[src/flame_grid_heat_step_unit_assert.svh]
// Assertion macros shared by the flame grid heat step modules.
`ifndef FLAME_GRID_HEAT_STEP_UNIT_ASSERT_SVH
`define FLAME_GRID_HEAT_STEP_UNIT_ASSERT_SVH

// The antecedent implies the consequent in the same cycle.
`define FGHS_ASSERT_IMPLY(lbl, ante, cons, msg) \
    lbl: assert property (@(posedge i_clk) disable iff (!i_rst_n) (ante) |-> (cons)) \
        else $error(msg);

// The antecedent implies the consequent in the following cycle.
`define FGHS_ASSERT_NEXT(lbl, ante, cons, msg) \
    lbl: assert property (@(posedge i_clk) disable iff (!i_rst_n) (ante) |=> (cons)) \
        else $error(msg);

// At most one bit of the vector is set.
`define FGHS_ASSERT_ONEHOT0(lbl, vec, msg) \
    lbl: assert property (@(posedge i_clk) disable iff (!i_rst_n) $onehot0(vec)) \
        else $error(msg);

`endif

[src/fghs_pkg.sv]
// Shared constants, codes and types of the flame grid heat step unit.
package fghs_pkg;

    localparam int DEF_GRID_WIDTH  = 20;
    localparam int DEF_GRID_HEIGHT = 17;

    localparam int TEMP_W   = 16;
    localparam int WEIGHT_W = 8;
    localparam int ACTION_W = 2;
    localparam int COORD_W  = 5;
    localparam int FUEL_W   = 8;
    localparam int APB_AW   = 4;
    localparam int APB_DW   = 32;

    localparam logic [ACTION_W-1:0] ACT_FUEL = 2'd0;
    localparam logic [ACTION_W-1:0] ACT_GEN  = 2'd1;
    localparam logic [ACTION_W-1:0] ACT_READ = 2'd2;

    localparam logic [1:0] REG_LOSS   = 2'd0;
    localparam logic [1:0] REG_KEEP   = 2'd1;
    localparam logic [1:0] REG_RISE   = 2'd2;
    localparam logic [1:0] REG_SPREAD = 2'd3;

    localparam logic [WEIGHT_W-1:0] RST_LOSS   = 8'd230;
    localparam logic [WEIGHT_W-1:0] RST_KEEP   = 8'd51;
    localparam logic [WEIGHT_W-1:0] RST_RISE   = 8'd154;
    localparam logic [WEIGHT_W-1:0] RST_SPREAD = 8'd26;

    typedef logic [TEMP_W-1:0]   t_temp;
    typedef logic [WEIGHT_W-1:0] t_weight;

    typedef struct packed {
        t_weight loss;
        t_weight keep;
        t_weight rise;
        t_weight spread;
    } t_weights;

    typedef struct packed {
        logic clr_we;
        logic load_item;
        logic item_row_en;
        logic sel_item;
        logic fuel_we;
        logic gen_step;
        logic gen_out;
        logic keep_en;
        logic feed_en;
        logic res_load;
        logic res_read;
        logic out_load;
    } t_dp_cmd;

    typedef struct packed {
        logic col_ok;
        logic row_ok;
        logic pipe_busy;
    } t_dp_stat;

endpackage

[src/fghs_ctrl.sv]
// Controller state machine: clear sweep, item dispatch and generation sequencing.
`include "flame_grid_heat_step_unit_assert.svh"

module fghs_ctrl
    import fghs_pkg::*;
#(
    parameter int GRID_WIDTH  = DEF_GRID_WIDTH,
    parameter int GRID_HEIGHT = DEF_GRID_HEIGHT,
    localparam int DEPTH = GRID_WIDTH * GRID_HEIGHT,
    localparam int AW    = $clog2(DEPTH),
    localparam int JW    = $clog2(GRID_WIDTH + 2),
    localparam int YW    = $clog2(GRID_HEIGHT)
) (
    input  logic                i_clk,
    input  logic                i_rst_n,
    input  logic                i_in_valid,
    output logic                o_in_stall,
    input  logic [ACTION_W-1:0] i_action,
    output logic                o_out_valid,
    input  logic                i_out_stall,
    input  t_dp_stat            i_stat,
    output t_dp_cmd             o_cmd,
    output logic [AW-1:0]       o_addr_a,
    output logic [AW-1:0]       o_addr_b
);

    localparam logic [2:0] S_CLEAR  = 3'd0;
    localparam logic [2:0] S_IDLE   = 3'd1;
    localparam logic [2:0] S_ACCESS = 3'd2;
    localparam logic [2:0] S_UPDATE = 3'd3;
    localparam logic [2:0] S_GEN    = 3'd4;
    localparam logic [2:0] S_DRAIN  = 3'd5;
    localparam logic [2:0] S_DONE   = 3'd6;

    logic [2:0]    r_state, n_state;
    logic [AW-1:0] r_clr_addr, n_clr_addr;
    logic [JW-1:0] r_j, n_j;
    logic [YW-1:0] r_y, n_y;
    logic [AW-1:0] r_base_cur, n_base_cur;
    logic [AW-1:0] r_base_below, n_base_below;
    logic          r_is_fuel, n_is_fuel;
    logic          r_is_read, n_is_read;
    logic          r_out_valid, n_out_valid;

    logic          j_last;
    logic          gen_out;
    logic [AW-1:0] idx_a;
    logic [AW-1:0] x_off;

    assign j_last  = (r_j == JW'(GRID_WIDTH + 1));
    assign gen_out = (r_j >= JW'(2));

    // The below-row read walks the wrapped sequence W-1, 0 .. W-1, 0 so that the
    // three-tap window holds left, center and right neighbors of each output cell.
    always_comb begin
        if (r_j == '0) begin
            idx_a = AW'(GRID_WIDTH - 1);
        end else if (j_last) begin
            idx_a = '0;
        end else begin
            idx_a = AW'(r_j) - AW'(1);
        end
        x_off = gen_out ? (AW'(r_j) - AW'(2)) : '0;
    end

    always_comb begin
        n_state      = r_state;
        n_clr_addr   = r_clr_addr;
        n_j          = r_j;
        n_y          = r_y;
        n_base_cur   = r_base_cur;
        n_base_below = r_base_below;
        n_is_fuel    = r_is_fuel;
        n_is_read    = r_is_read;
        n_out_valid  = r_out_valid;
        o_cmd        = '0;
        o_addr_a     = r_base_below + idx_a;
        o_addr_b     = r_clr_addr;

        if (r_out_valid && !i_out_stall) begin
            n_out_valid = 1'b0;
        end

        case (r_state)
            S_CLEAR: begin
                o_cmd.clr_we = 1'b1;
                n_clr_addr   = r_clr_addr + AW'(1);
                if (r_clr_addr == AW'(DEPTH - 1)) begin
                    n_state = S_IDLE;
                end
            end
            S_IDLE: begin
                if (i_in_valid) begin
                    case (i_action)
                        ACT_FUEL: begin
                            if (i_stat.col_ok) begin
                                o_cmd.load_item = 1'b1;
                                n_is_fuel       = 1'b1;
                                n_is_read       = 1'b0;
                                n_state         = S_ACCESS;
                            end else begin
                                o_cmd.res_load = 1'b1;
                                n_state        = S_DONE;
                            end
                        end
                        ACT_READ: begin
                            if (i_stat.col_ok && i_stat.row_ok) begin
                                o_cmd.load_item   = 1'b1;
                                o_cmd.item_row_en = 1'b1;
                                n_is_fuel         = 1'b0;
                                n_is_read         = 1'b1;
                                n_state           = S_ACCESS;
                            end else begin
                                o_cmd.res_load = 1'b1;
                                n_state        = S_DONE;
                            end
                        end
                        ACT_GEN: begin
                            n_j          = '0;
                            n_y          = YW'(GRID_HEIGHT - 1);
                            n_base_cur   = AW'((GRID_HEIGHT - 1) * GRID_WIDTH);
                            n_base_below = AW'((GRID_HEIGHT - 2) * GRID_WIDTH);
                            n_state      = S_GEN;
                        end
                        default: begin
                            o_cmd.res_load = 1'b1;
                            n_state        = S_DONE;
                        end
                    endcase
                end
            end
            S_ACCESS: begin
                o_cmd.sel_item = 1'b1;
                n_state        = S_UPDATE;
            end
            S_UPDATE: begin
                o_cmd.fuel_we  = r_is_fuel;
                o_cmd.res_load = 1'b1;
                o_cmd.res_read = r_is_read;
                n_state        = S_DONE;
            end
            S_GEN: begin
                o_cmd.gen_step = 1'b1;
                o_cmd.gen_out  = gen_out;
                // The old top row gets no kept share; the bottom row gets no feed.
                o_cmd.keep_en  = (r_y != YW'(GRID_HEIGHT - 1));
                o_cmd.feed_en  = (r_y != '0);
                o_addr_b       = r_base_cur + x_off;
                if (j_last) begin
                    n_j = '0;
                    if (r_y == '0) begin
                        n_state = S_DRAIN;
                    end else begin
                        n_y          = r_y - YW'(1);
                        n_base_cur   = r_base_below;
                        n_base_below = (r_y == YW'(1)) ? '0 : (r_base_below - AW'(GRID_WIDTH));
                    end
                end else begin
                    n_j = r_j + JW'(1);
                end
            end
            S_DRAIN: begin
                if (!i_stat.pipe_busy) begin
                    o_cmd.res_load = 1'b1;
                    n_state        = S_DONE;
                end
            end
            S_DONE: begin
                if (!r_out_valid || !i_out_stall) begin
                    o_cmd.out_load = 1'b1;
                    n_out_valid    = 1'b1;
                    n_state        = S_IDLE;
                end
            end
            default: begin
                n_state = S_IDLE;
            end
        endcase
    end

    always_ff @(posedge i_clk) begin
        if (!i_rst_n) begin
            r_state     <= S_CLEAR;
            r_clr_addr  <= '0;
            r_out_valid <= 1'b0;
        end else begin
            r_state     <= n_state;
            r_clr_addr  <= n_clr_addr;
            r_out_valid <= n_out_valid;
        end
    end

    always_ff @(posedge i_clk) begin
        r_j          <= n_j;
        r_y          <= n_y;
        r_base_cur   <= n_base_cur;
        r_base_below <= n_base_below;
        r_is_fuel    <= n_is_fuel;
        r_is_read    <= n_is_read;
    end

    assign o_in_stall  = (r_state != S_IDLE);
    assign o_out_valid = r_out_valid;

    `FGHS_ASSERT_NEXT(a_gen_exit, (r_state == S_GEN), (r_state == S_GEN || r_state == S_DRAIN), "generation left without draining")
    `FGHS_ASSERT_IMPLY(a_done_pipe_idle, (r_state == S_DONE), (!i_stat.pipe_busy), "result staged while generation writes pending")
    `FGHS_ASSERT_IMPLY(a_out_from_done, ($rose(r_out_valid)), ($past(r_state == S_DONE)), "result presented outside the done state")

endmodule

[config.mk]
export PLATFORM = sky130hd
export DESIGN_NAME = fghs_ctrl
export DESIGN_NICKNAME = d
export VERILOG_FILES = /design/src/fghs_pkg.sv /design/src/fghs_ctrl.sv
export VERILOG_INCLUDE_DIRS = /design/src /design/src/src
export SDC_FILE = /design/constraint.sdc
export NUM_CORES = 1
export LEC_CHECK = 0
export ABC_CLOCK_PERIOD_IN_PS = 5600
export BUFFER_PORTS_ARGS = -buffer_cell sky130_fd_sc_hd__buf_4
export CORE_MARGIN = 5
export CORE_UTILIZATION = 40
export CTS_CLUSTER_DIAMETER = 200
export DETAILED_ROUTE_END_ITERATION = 8
export GPL_TIMING_DRIVEN = 0
export PLACE_DENSITY_LB_ADDON = 0.3
export SLEW_MARGIN = 15
export SYNTH_ARGS = -nofsm -noshare
export SYNTH_HDL_FRONTEND = slang
export SYNTH_SLANG_ARGS = --single-unit
[constraint.sdc]
create_clock -name i_clk -period 5.6 [get_ports i_clk]
set_input_delay 0.84 -clock i_clk [delete_from_list [all_inputs] [get_ports i_clk]]
set_output_delay 0.84 -clock i_clk [all_outputs]
set_load 0.02 [all_outputs]
Word-level counts from Yosys, hierarchy flattened
Cells that the tools add are included.
{"block": "op_classes", "addsub": 8, "n_lt_le_gt_ge": 1, "n_eq_ne": 23, "muxes": 62, "n_reduce_logical": 16}
{"operator": "9-bit 2-to-1 mux", "count": 13}
{"operator": "9-bit one-hot mux with 2 select lines", "count": 2}
{"operator": "5-bit 2-to-1 mux", "count": 7}
{"operator": "3-bit 2-to-1 mux", "count": 8}
{"operator": "3-bit one-hot mux with 7 select lines", "count": 1}
{"operator": "5-bit one-hot mux with 2 select lines", "count": 2}
{"operator": "1-bit 2-to-1 mux", "count": 19}
{"operator": "9-bit adder", "count": 2}
{"operator": "2-bit inequality test, second input constant", "count": 9}
{"operator": "5-bit logical NOT", "count": 2}
{"operator": "5-bit AND reduction", "count": 2}
{"operator": "9-bit by 1-bit adder with 9-bit output, second input constant", "count": 1}
{"operator": "3-bit equality test, second input constant", "count": 3}
{"operator": "9-bit equality test, second input constant", "count": 1}
{"operator": "3-bit one-hot mux with 3 select lines", "count": 1}
{"operator": "9-bit by 5-bit subtractor with 9-bit output, second input constant", "count": 1}
{"operator": "3-bit by 2-bit equality test with 1-bit output, second input constant", "count": 2}
{"operator": "2-bit 2-to-1 mux", "count": 3}
{"operator": "1-bit one-hot mux with 2 select lines", "count": 3}
{"operator": "1-bit one-hot mux with 3 select lines", "count": 2}
{"operator": "6-bit AND reduction", "count": 1}
{"operator": "5-bit by 1-bit subtractor with 6-bit output, second input constant", "count": 1}
{"operator": "5-bit by 2-bit subtractor with 6-bit output, second input constant", "count": 1}
{"operator": "5-bit by 1-bit adder with 5-bit output, second input constant", "count": 1}
{"operator": "other kinds (19)", "count": 22}
{"block": "totals", "register_bits": 43, "input_bits": 9, "word_cells": 119}

Longest topological paths before layout
Gate-level depths: netlist of run 1.
{"block": "logic_depth", "depth_word": 5, "ltp_mapped": 14}

Worst setup path after synthesis of run 1
Ideal clock, no wire load.
{"block": "synth_timing", "kind": "reg-to-output", "from": "reg r_j[3]", "to": "out o_addr_b[8]", "t_arrival_ns": 2.692, "setup_slack_ns": 2.068, "stages_incl_launch_ff": 13, "path_buffers": 1, "cell_sequence": "edfxtp_1 > buf_2 > nor3_1 > nor3b_2 > nor2_1 > ha_1 > inv_1 > fa_1 > nand2b_1 > a21oi_2 > a2111oi_4 > a2111oi_2 > a221o_1"}
{"block": "synth_between", "elab_chain_len": 4, "elab_cells_between_ends": 5}
{"item": "start, declared", "line": "fghs_ctrl.sv:37", "rtl": "logic [JW-1:0] r_j, n_j;"}
{"item": "start signal, assigned", "line": "fghs_ctrl.sv:194", "rtl": "r_j <= n_j;"}
{"item": "5-bit by 2-bit subtractor with 6-bit output or 5-bit by 2-bit >= comparator with 1-bit output (tied branches)", "line": "fghs_ctrl.sv:63, fghs_ctrl.sv:51"}
{"item": "9-bit 2-to-1 mux *", "line": "fghs_ctrl.sv:63", "rtl": "x_off = gen_out ? (AW'(r_j) - AW'(2)) : '0;"}
{"item": "9-bit adder *", "line": "fghs_ctrl.sv:148", "rtl": "o_addr_b = r_base_cur + x_off;"}
{"item": "9-bit 2-to-1 mux *", "line": "fghs_ctrl.sv:84", "rtl": "case (r_state)"}
{"item": "end, declared", "line": "fghs_ctrl.sv:24", "rtl": "output logic [AW-1:0] o_addr_b"}
Mark *: on every way between the ends. The rest lies on a longest branch, timed or not.

Worst setup path in the final report of run 1
Same ends and word-level chain as after synthesis.

==> results of run 1 <==
layer usage:
layer | global-route usage [%] | vias up
met1 | 20.4 | 1262
li1 | - | 1350
met5 | 0 | -
met3 | 2.57 | 4
met2 | 24.3 | 37
met4 | 2.49 | 0
sequential cells by signal, summed over array words and instances (netlist names):
name / count
r_base_below: 9
r_base_cur: 9
r_clr_addr: 9
r_j: 5
r_y: 5
r_state: 3
o_out_valid: 1
r_is_fuel: 1
r_is_read: 1
per-stage QoR:
stage | worst slack (ps) | hold slack (ps)
floorplan | 2070 | 521
global placement | 1740 | 535
detailed placement | 1670 | 545
CTS | 1310 | 559
global route | 1030 | 595
finish | 1340 | 556
cell usage after synthesis, types with 8 or more instances:
cell / n
and3_1: 8
edfxtp_1: 30
o21ai_0: 21
nor2_1: 45
inv_1: 20
nand2_1: 32
xor2_1: 10
nand3_1: 10
a21oi_1: 14
dfxtp_1: 13
nand2b_1: 9
and2_1: 10
ha_1: 28
xnor2_1: 21
worst paths after layout:
kind | to | slack, ps | cells past startpoint
setup / recovery | o_addr_b[8] | 1340 | 13
hold / removal | o_out_valid$_SDFF_PN0_ | 560 | 2
setup reg to reg | r_base_below[7]$_SDFFCE_PP0P_ | 3040 | 7
hold reg to reg | o_out_valid$_SDFF_PN0_ | 560 | 2
final cells by class:
type                            count  area [µm²]
Buffer                             10        53.8
Multi-Input combinational cell    281        1940
Clock inverter                      2        12.5
Sequential cell                    43        1160
Timing Repair Buffer               41         312
Tap cell                          102         128
Clock buffer                        6        72.6
Fill cell                         757        4040
Inverter                           22        82.6
critical path, cell delays in order, from the launching register on:
cell and delay [ps]:
edfxtp_1 470, buf_2 220, nor3_1 270, nor3b_2 360, nor2_1 80, ha_1 210
inv_1 80, fa_1 200, nand2b_1 160, a21oi_2 80, a2111oi_4 430, a2111oi_2 130
a221o_1 290, buf_4 160
where the power goes:
| part | leakage [nW] | total, mW | switching, mW | internal (mW) |
|---|---|---|---|---|
| Sequential | 0.387 | 0.340 | 0.00237 | 0.337 |
| Clock | 0.0412 | 0.198 | 0.111 | 0.0874 |
| Combinational | 1.12 | 0.0246 | 0.0120 | 0.0126 |
| Total | 1.55 | 0.563 | 0.125 | 0.437 |
kinds of logic (layout without fill, tap and decap cells):
family	after synthesis	in the layout	synth area share, %
compound gates	65	65	14.1
xor+xnor	31	31	8.38
fa+ha+maj	30	30	12.1
buf+inv	32	81	4.21
flops	43	43	35.9
mux	1	1	0.309
simple gates	154	154	25.1
==> metrics.md, run 1 <==
| Metric | Value |
|---|---|
| Hold_buf cts | 0 |
| Synth top area share | between 20% and 30% |
| PortBufs | 40 |
| DRT Pass-1 Iters | 4 |
| CTS tree | done |
| Final Skew | approximately 5.8 ps |
| Top cells by area, synth | edfxtp_1 (28%), ha_1 (11%), dfxtp_1 (8.0%) |
| Rel. slew slack | between 50% and 60% |
| First-pass GRT wire length | roughly 12000 µm |
| Yosys warning total | 0 |
| Placed Cells incl. Taps | approximately 500 |
| Worst-skew pair later-pin latency | around 290 ps |
| WL met1 | around 3400 µm |
| I/O pin cnt | a little over 40 |
| Largest net degree at the start of global routing | 16 |
| Iteration-0 DRC Markers | between 100 and 150 |
| Final number of setup-violating endpoints | 0 |
| Dpl hpwl | 5540 µm |
| Post-synth EDFFs | 30 |
| DIE AREA | between 9000 and 10000 µm² |
| Clk Tree Root Cell | clkbuf_8 |
| Final Cell Area | ~3800 µm² |
| DR vias | between 2000 and 3000 |
| Syn Nets | approximately 400 |
| Setup Fix Bufs, Post-CTS | 0 |
| Max_cap viols | 0 |
| Vias in the first global route | about 2500 |
| Die Ht | 100 µm |
| Vias per cell | ~5.2 |
| Setup_tns | 0 ps |
| Core footprint | about 7800 µm² |
| Hold Path Class | reg -> reg |
| Commonest non-fill, non-tap cell in the layout | nor2_1 |
| PostCTS Resize Cnt | 0 |
| Pwr dens | 149 nW/µm² |
| Post-synth top area cell | edfxtp_1 |
| Final net count | 443 |
| Starting density of the core | between 40% and 50% |
| Worst slew pin tran | about 680 ps |
| Worst-path clk slew | roughly 90 ps |
| Area of the mapped netlist | approximately 3200 µm² |
| Fin crit period | 4260 ps |
| Fmax | 235 MHz |
| WL met3 | 205 µm |
| Maximum level of the CTS H-tree | 2 |
| Final Hold Vio Count | 0 |
| Ys async rst share | 0% |
| Critical path fanouts, max | 10 |
| Share of layout cells above drive strength 1 | ~16% |
| FF+latch count, synth | 43 |
| Met2 routed WL | roughly 3400 µm |
| GR Overflow Total | 0 |
| DR top layer | met4 |
| Top FF cell, synth | edfxtp_1 |
| Leakage power | approximately 1.6 nW |
| Global Route Usage Sum | 14.7% |
| Die width | between 90 and 100 µm |
| Sequential share of the synthesized area | a little over a third |
| Fin cells | roughly 510 |
| Remaining DRCs | 0 |
| # diodes | 0 |
| DR WL/cell | roughly 14 µm |
| Synth cell types | 56 |
| Initial antenna violation count | 0 |
| Critical Path Start Type | register |
| Required @ worst endpoint | about 4800 ps |
| Most frequent cells in the layout | nor2_1 (45), buf_4 (41), nand2_1 (32) |
| Worst VDD drop | ~100 µV |
| Crit. End Element | primary output |
| Hold Path Origin | o_out_valid$_SDFF_PN0_ |
| Critical path data arrival time | about 3400 ps |
| Status | complete, no violations |
| DP Area | roughly 3700 µm² |
| Final core utilization | between 40% and 50% |
| Remaining antenna violation count | 0 |
| Post-Route WL | between 7000 and 8000 µm |
| Max-slew violation count | 0 |
| Area grow syn2layout | 16.3% |
| Post-Syn Instances | ~360 |
| Period Utilization, post-route | 76.1% |
| GPL Wtd Cong | roughly 0.8 |
| TritonCTS Buffers | 5 |
| Worst r2r src | r_j[1]$_SDFFCE_PN0P_ |
| Post-synthesis average cell area | ~9.1 µm² |
| Critical path launch point | r_j[3]$_SDFFCE_PN0P_ |
| CTS Buffer Depth | 2 |
| Clock Sinks | between 40 and 50 |
| WS Path Type | reg -> out |
| RSZ-0062 raised after global routing | false |
| Total power | approximately 0.56 mW |
| Std cell rows | 32 |
Power figures use the tool's default switching activity.
==> run 2: changes to the inputs <==
- ABC_AREA: unset -> 1
- ABC_CLOCK_PERIOD_IN_PS: 5600 -> 3600
- clock period: 5.6 -> 3.6 ns (I/O delays scaled with it)
==> run 2 against run 1 <==
Effect of this change:
- final area is 6.4% higher
- die area is 4.2% higher
- power grew to 3.7 times the previous value
- worst setup slack worse by 1100 ps
- clock power is 90% higher
- clock skew is 0.74 ps higher
- highest routed layer unchanged
- global-route usage is 0.52 points higher
- synthesized area is 4.6% higher
- first-iteration DRC count is 17% lower
- register-to-register slack worse by 1900 ps
- critical path depth is 2 higher
==> metrics.md, run 2 <==
| Metric | Value |
|---|---|
| Ys async rst share | 0% (unchanged) |
| Post-synth top area cell | edfxtp_1 |
| Core footprint | 8220 µm² (+5.2%) |
| Final Skew | 6.49 ps (+0.738 ps) |
| GPL Wtd Cong | 0.813 (about the same) |
| Maximum level of the CTS H-tree | 2 (unchanged) |
| Fmax | a little under 300 MHz |
| Synth cell types | 34 (-39%) |
| Post-Syn Instances | 468 (+31%) |
| Most frequent cells in the layout | nand2_1 (108), inv_1 (65), nor2_1 (60) |
| Post-Route WL | 7520 µm (+5.8%) |
| Worst VDD drop | 201 µV (+98%) |
| Share of layout cells above drive strength 1 | 19.1% (+3.1 points) |
| Critical path data arrival time | 2850 ps (-570 ps) |
| Clock Sinks | 43 (unchanged) |
| Area of the mapped netlist | 3390 µm² (+4.6%) |
| Worst-skew pair later-pin latency | 300 ps (about the same) |
| Final core utilization | 48.8% (+0.52 points) |
| DRT Pass-1 Iters | 4 (unchanged) |
| Hold Path Class | reg -> reg |
| Std cell rows | 33 (+3.1%) |
| Internal reg-to-reg setup slack | 1130 ps (-1910 ps) |
| I/O pin cnt | 41 (unchanged) |
| GR Overflow Total | 0 (unchanged) |
| Status | complete, no violations |
| Fin crit period | ~3400 ps |
| Count leader, synth | nand2_1 |
| Fin cells | 628 (+24%) |
| Remaining DRCs | 0 (unchanged) |
| First-pass GRT wire length | 12800 µm (+6.5%) |
| Worst slew pin tran | 1060 ps (+381 ps) |
| Largest net degree at the start of global routing | 24 (+8) |
| TritonCTS Buffers | 5 (unchanged) |
| Rel. slew slack | 29.1% (-25 points) |
| Placed Cells incl. Taps | 613 (+23%) |
| # diodes | 0 (unchanged) |
| Required @ worst endpoint | 3060 ps (-1700 ps) |
| RSZ-0062 raised after global routing | true |
| Die Ht | 102 µm (+2.1%) |
| Final Hold Vio Count | 0 (unchanged) |
| Area grow syn2layout | 18.2% |
| CTS Buffer Depth | 2 (unchanged) |
| DIE AREA | 10400 µm² (+4.2%) |
| Worst-path clk slew | 90 ps (about the same) |
| Filler cells | 831 (+9.8%) |
| Top cells by count, synth | nand2_1 (108), inv_1 (68), nor2_1 (60), a21oi_1 (30), edfxtp_1 (30) |
| Leakage power | 1.94 nW (+25%) |
| DR vias | 3063 (+15%) |
| Final number of setup-violating endpoints | 0 (unchanged) |
| Clk Tree Root Cell | clkbuf_8 |
| Starting density of the core | 41.2% (-0.24 points) |
| Syn Nets | 507 (+28%) |
| Dpl hpwl | 5910 µm (+6.7%) |
| Yosys warning total | 0 (unchanged) |
| Sequential share of the synthesized area | 34.3% (-1.6 points) |
| Critical Path Start Type | register |
| CTS tree | done |
| Post-synthesis average cell area | 7.24 µm² (-20%) |
| Top cells by area, synth | edfxtp_1 (27%), nand2_1 (12%), ha_1 (10%) |
| Worst r2r src | r_j[1]$_SDFFCE_PN0P_ |
| End of the critical path | o_addr_a[6] |
| Worst R2R Path Depth | 7 (unchanged) |
| DP Worst Slack | 403 ps (-1260 ps) |
| Biggest regs | r_base_below: 9 flops, r_base_cur: 9 flops, r_clr_addr: 9 flops |
| Crit. End Element | primary output |
| DR WL/cell | 12.0 µm (-15%) |
| Critical R2R Capture | r_base_cur[7]$_SDFFCE_PN0P_ |
| Die width | 102 µm (+2.1%) |
| Global Route Usage Sum | 15.2% (+0.52 points) |
| Vias in the first global route | 2907 (+15%) |
| Iteration-0 DRC Markers | 108 (-17%) |
| Critical path fanouts, max | 7 (-3) |
| Critical path launch point | r_j[1]$_SDFFCE_PN0P_ |
| Storage element area | 1160 µm² (unchanged) |
| Initial antenna violation count | 0 (unchanged) |
| Hold_buf cts | 0 (unchanged) |
| Commonest non-fill, non-tap cell in the layout | nand2_1 |
| Remaining antenna violation count | 0 (unchanged) |
| Pwr dens | 517 nW/µm² (+250%) |
| FF+latch count, synth | 43 (unchanged) |
| Final net count | 561 (+27%) |
| Period Utilization, post-route | a little over nine tenths |
| Vias per cell | 4.88 (-6.8%) |
| Post-synth EDFFs | 30 (unchanged) |
| Max-slew violation count | 0 (unchanged) |
| Top FF cell, synth | edfxtp_1 |
| Final WS setup | 210 ps (-1130 ps) |
| PortBufs | 40 (unchanged) |
| Footprint of the multi-input gates | 1920 µm² (-1.4%) |
| Max_cap viols | 0 (unchanged) |
| WS Path Type | reg -> out |
| Synth top area share | 26.6% (-1.2 points) |
-- run 2: changes by cell type in the layout (fill, tap and decap cells not counted), moves of 10 or more --
cell	delta
and2_1	-10
xnor2_1	-18
nor2_1	+15
nand2_1	+76
a21oi_1	+15
nand3_1	+19
inv_1	+45
-- run 2: cells by family after synthesis --
logic type	Yosys count	synth area share, %
simple gates	238	31.9
compound gates	63	9.64
flops	43	34.3
buf+inv	83	9.82
fa+ha+maj	30	11.5
xor+xnor	11	2.84
-- run 2: worst min-delay path by stage --
| stage | start | to | slack [ps] | cells past startpoint |
|---|---|---|---|---|
| 6_report | r_clr_addr[7]$_SDFFE_PN0P_ | r_clr_addr[7]$_SDFFE_PN0P_ | 490 | 2 |
| 5_1_grt | i_rst_n | r_state[2]$_SDFFE_PN0P_ | 520 | 3 |
| 4_1_cts | r_clr_addr[7]$_SDFFE_PN0P_ | r_clr_addr[7]$_SDFFE_PN0P_ | 490 | 2 |
| 3_5_place_dp | r_clr_addr[7]$_SDFFE_PN0P_ | r_clr_addr[7]$_SDFFE_PN0P_ | 480 | 2 |
| 3_3_place_gp | r_clr_addr[7]$_SDFFE_PN0P_ | r_clr_addr[7]$_SDFFE_PN0P_ | 490 | 2 |
| 2_1_floorplan | r_clr_addr[7]$_SDFFE_PN0P_ | r_clr_addr[7]$_SDFFE_PN0P_ | 470 | 2 |
-- run 2: cell type report --
class                   instances  share of cell area (%)
repair buffers                 47                    8.81
clock inverters                 3                   0.968
multi-input cells             342                    47.9
inverters                      77                    7.34
flip-flops and latches         43                    29.0
well taps                     105                    3.28
clock buffers                   5                    1.72
plain buffers                   6                    1.03
-- run 2: power breakdown --
part	switching [mW]	leakage, nW	internal (mW)
combinational	0.665	1.50	0.404
sequential	0.0402	0.377	0.586
clock	0.173	0.0556	0.203
-- run 2: repair_timing --
item                                    4_1_cts  5_1_grt
endpoints found under the setup margin        0        8
gates resized for setup                       0       10
setup buffers                                 0        7
-- run 2: critical path: stages (launching register included) --
cell      delay (ps)
edfxtp_1         460
inv_4             90
ha_1             180
nand2_1          100
nor2_1            70
o21ai_1          150
ha_2             210
inv_1             50
fa_1             400
inv_1             70
nand3_1           60
nand2_1          130
nand2_1           70
a21oi_1          160
xor2_1           190
buf_4            170
-- run 2: routing by layer --
| metal | part of all wire, % | vias to the layer above | track usage (%) | wire length (µm) |
|---|---|---|---|---|
| li1 | - | 1613 | - | - |
| met1 | 48 | 1395 | 20.1 | 3590 |
| met2 | 47 | 45 | 25.7 | 3570 |
| met3 | 3.6 | 10 | 2.46 | 269 |
| met4 | 1.2 | 0 | 4.24 | 93 |
| met5 | 0 | - | 0 | 0 |
-- run 2: metrics by stage --
step                hold slack (ps)  instance area (µm²)  power, mW  setup TNS (ps)
floorplan                       470                 3390       1.36               0
global placement                486                 3820       1.67               0
detailed placement              485                 3820       1.68               0
CTS                             495                 3930       2.06               0
global route                    517                 4010       2.23           -19.4
finish                          493                 4010       2.07               0
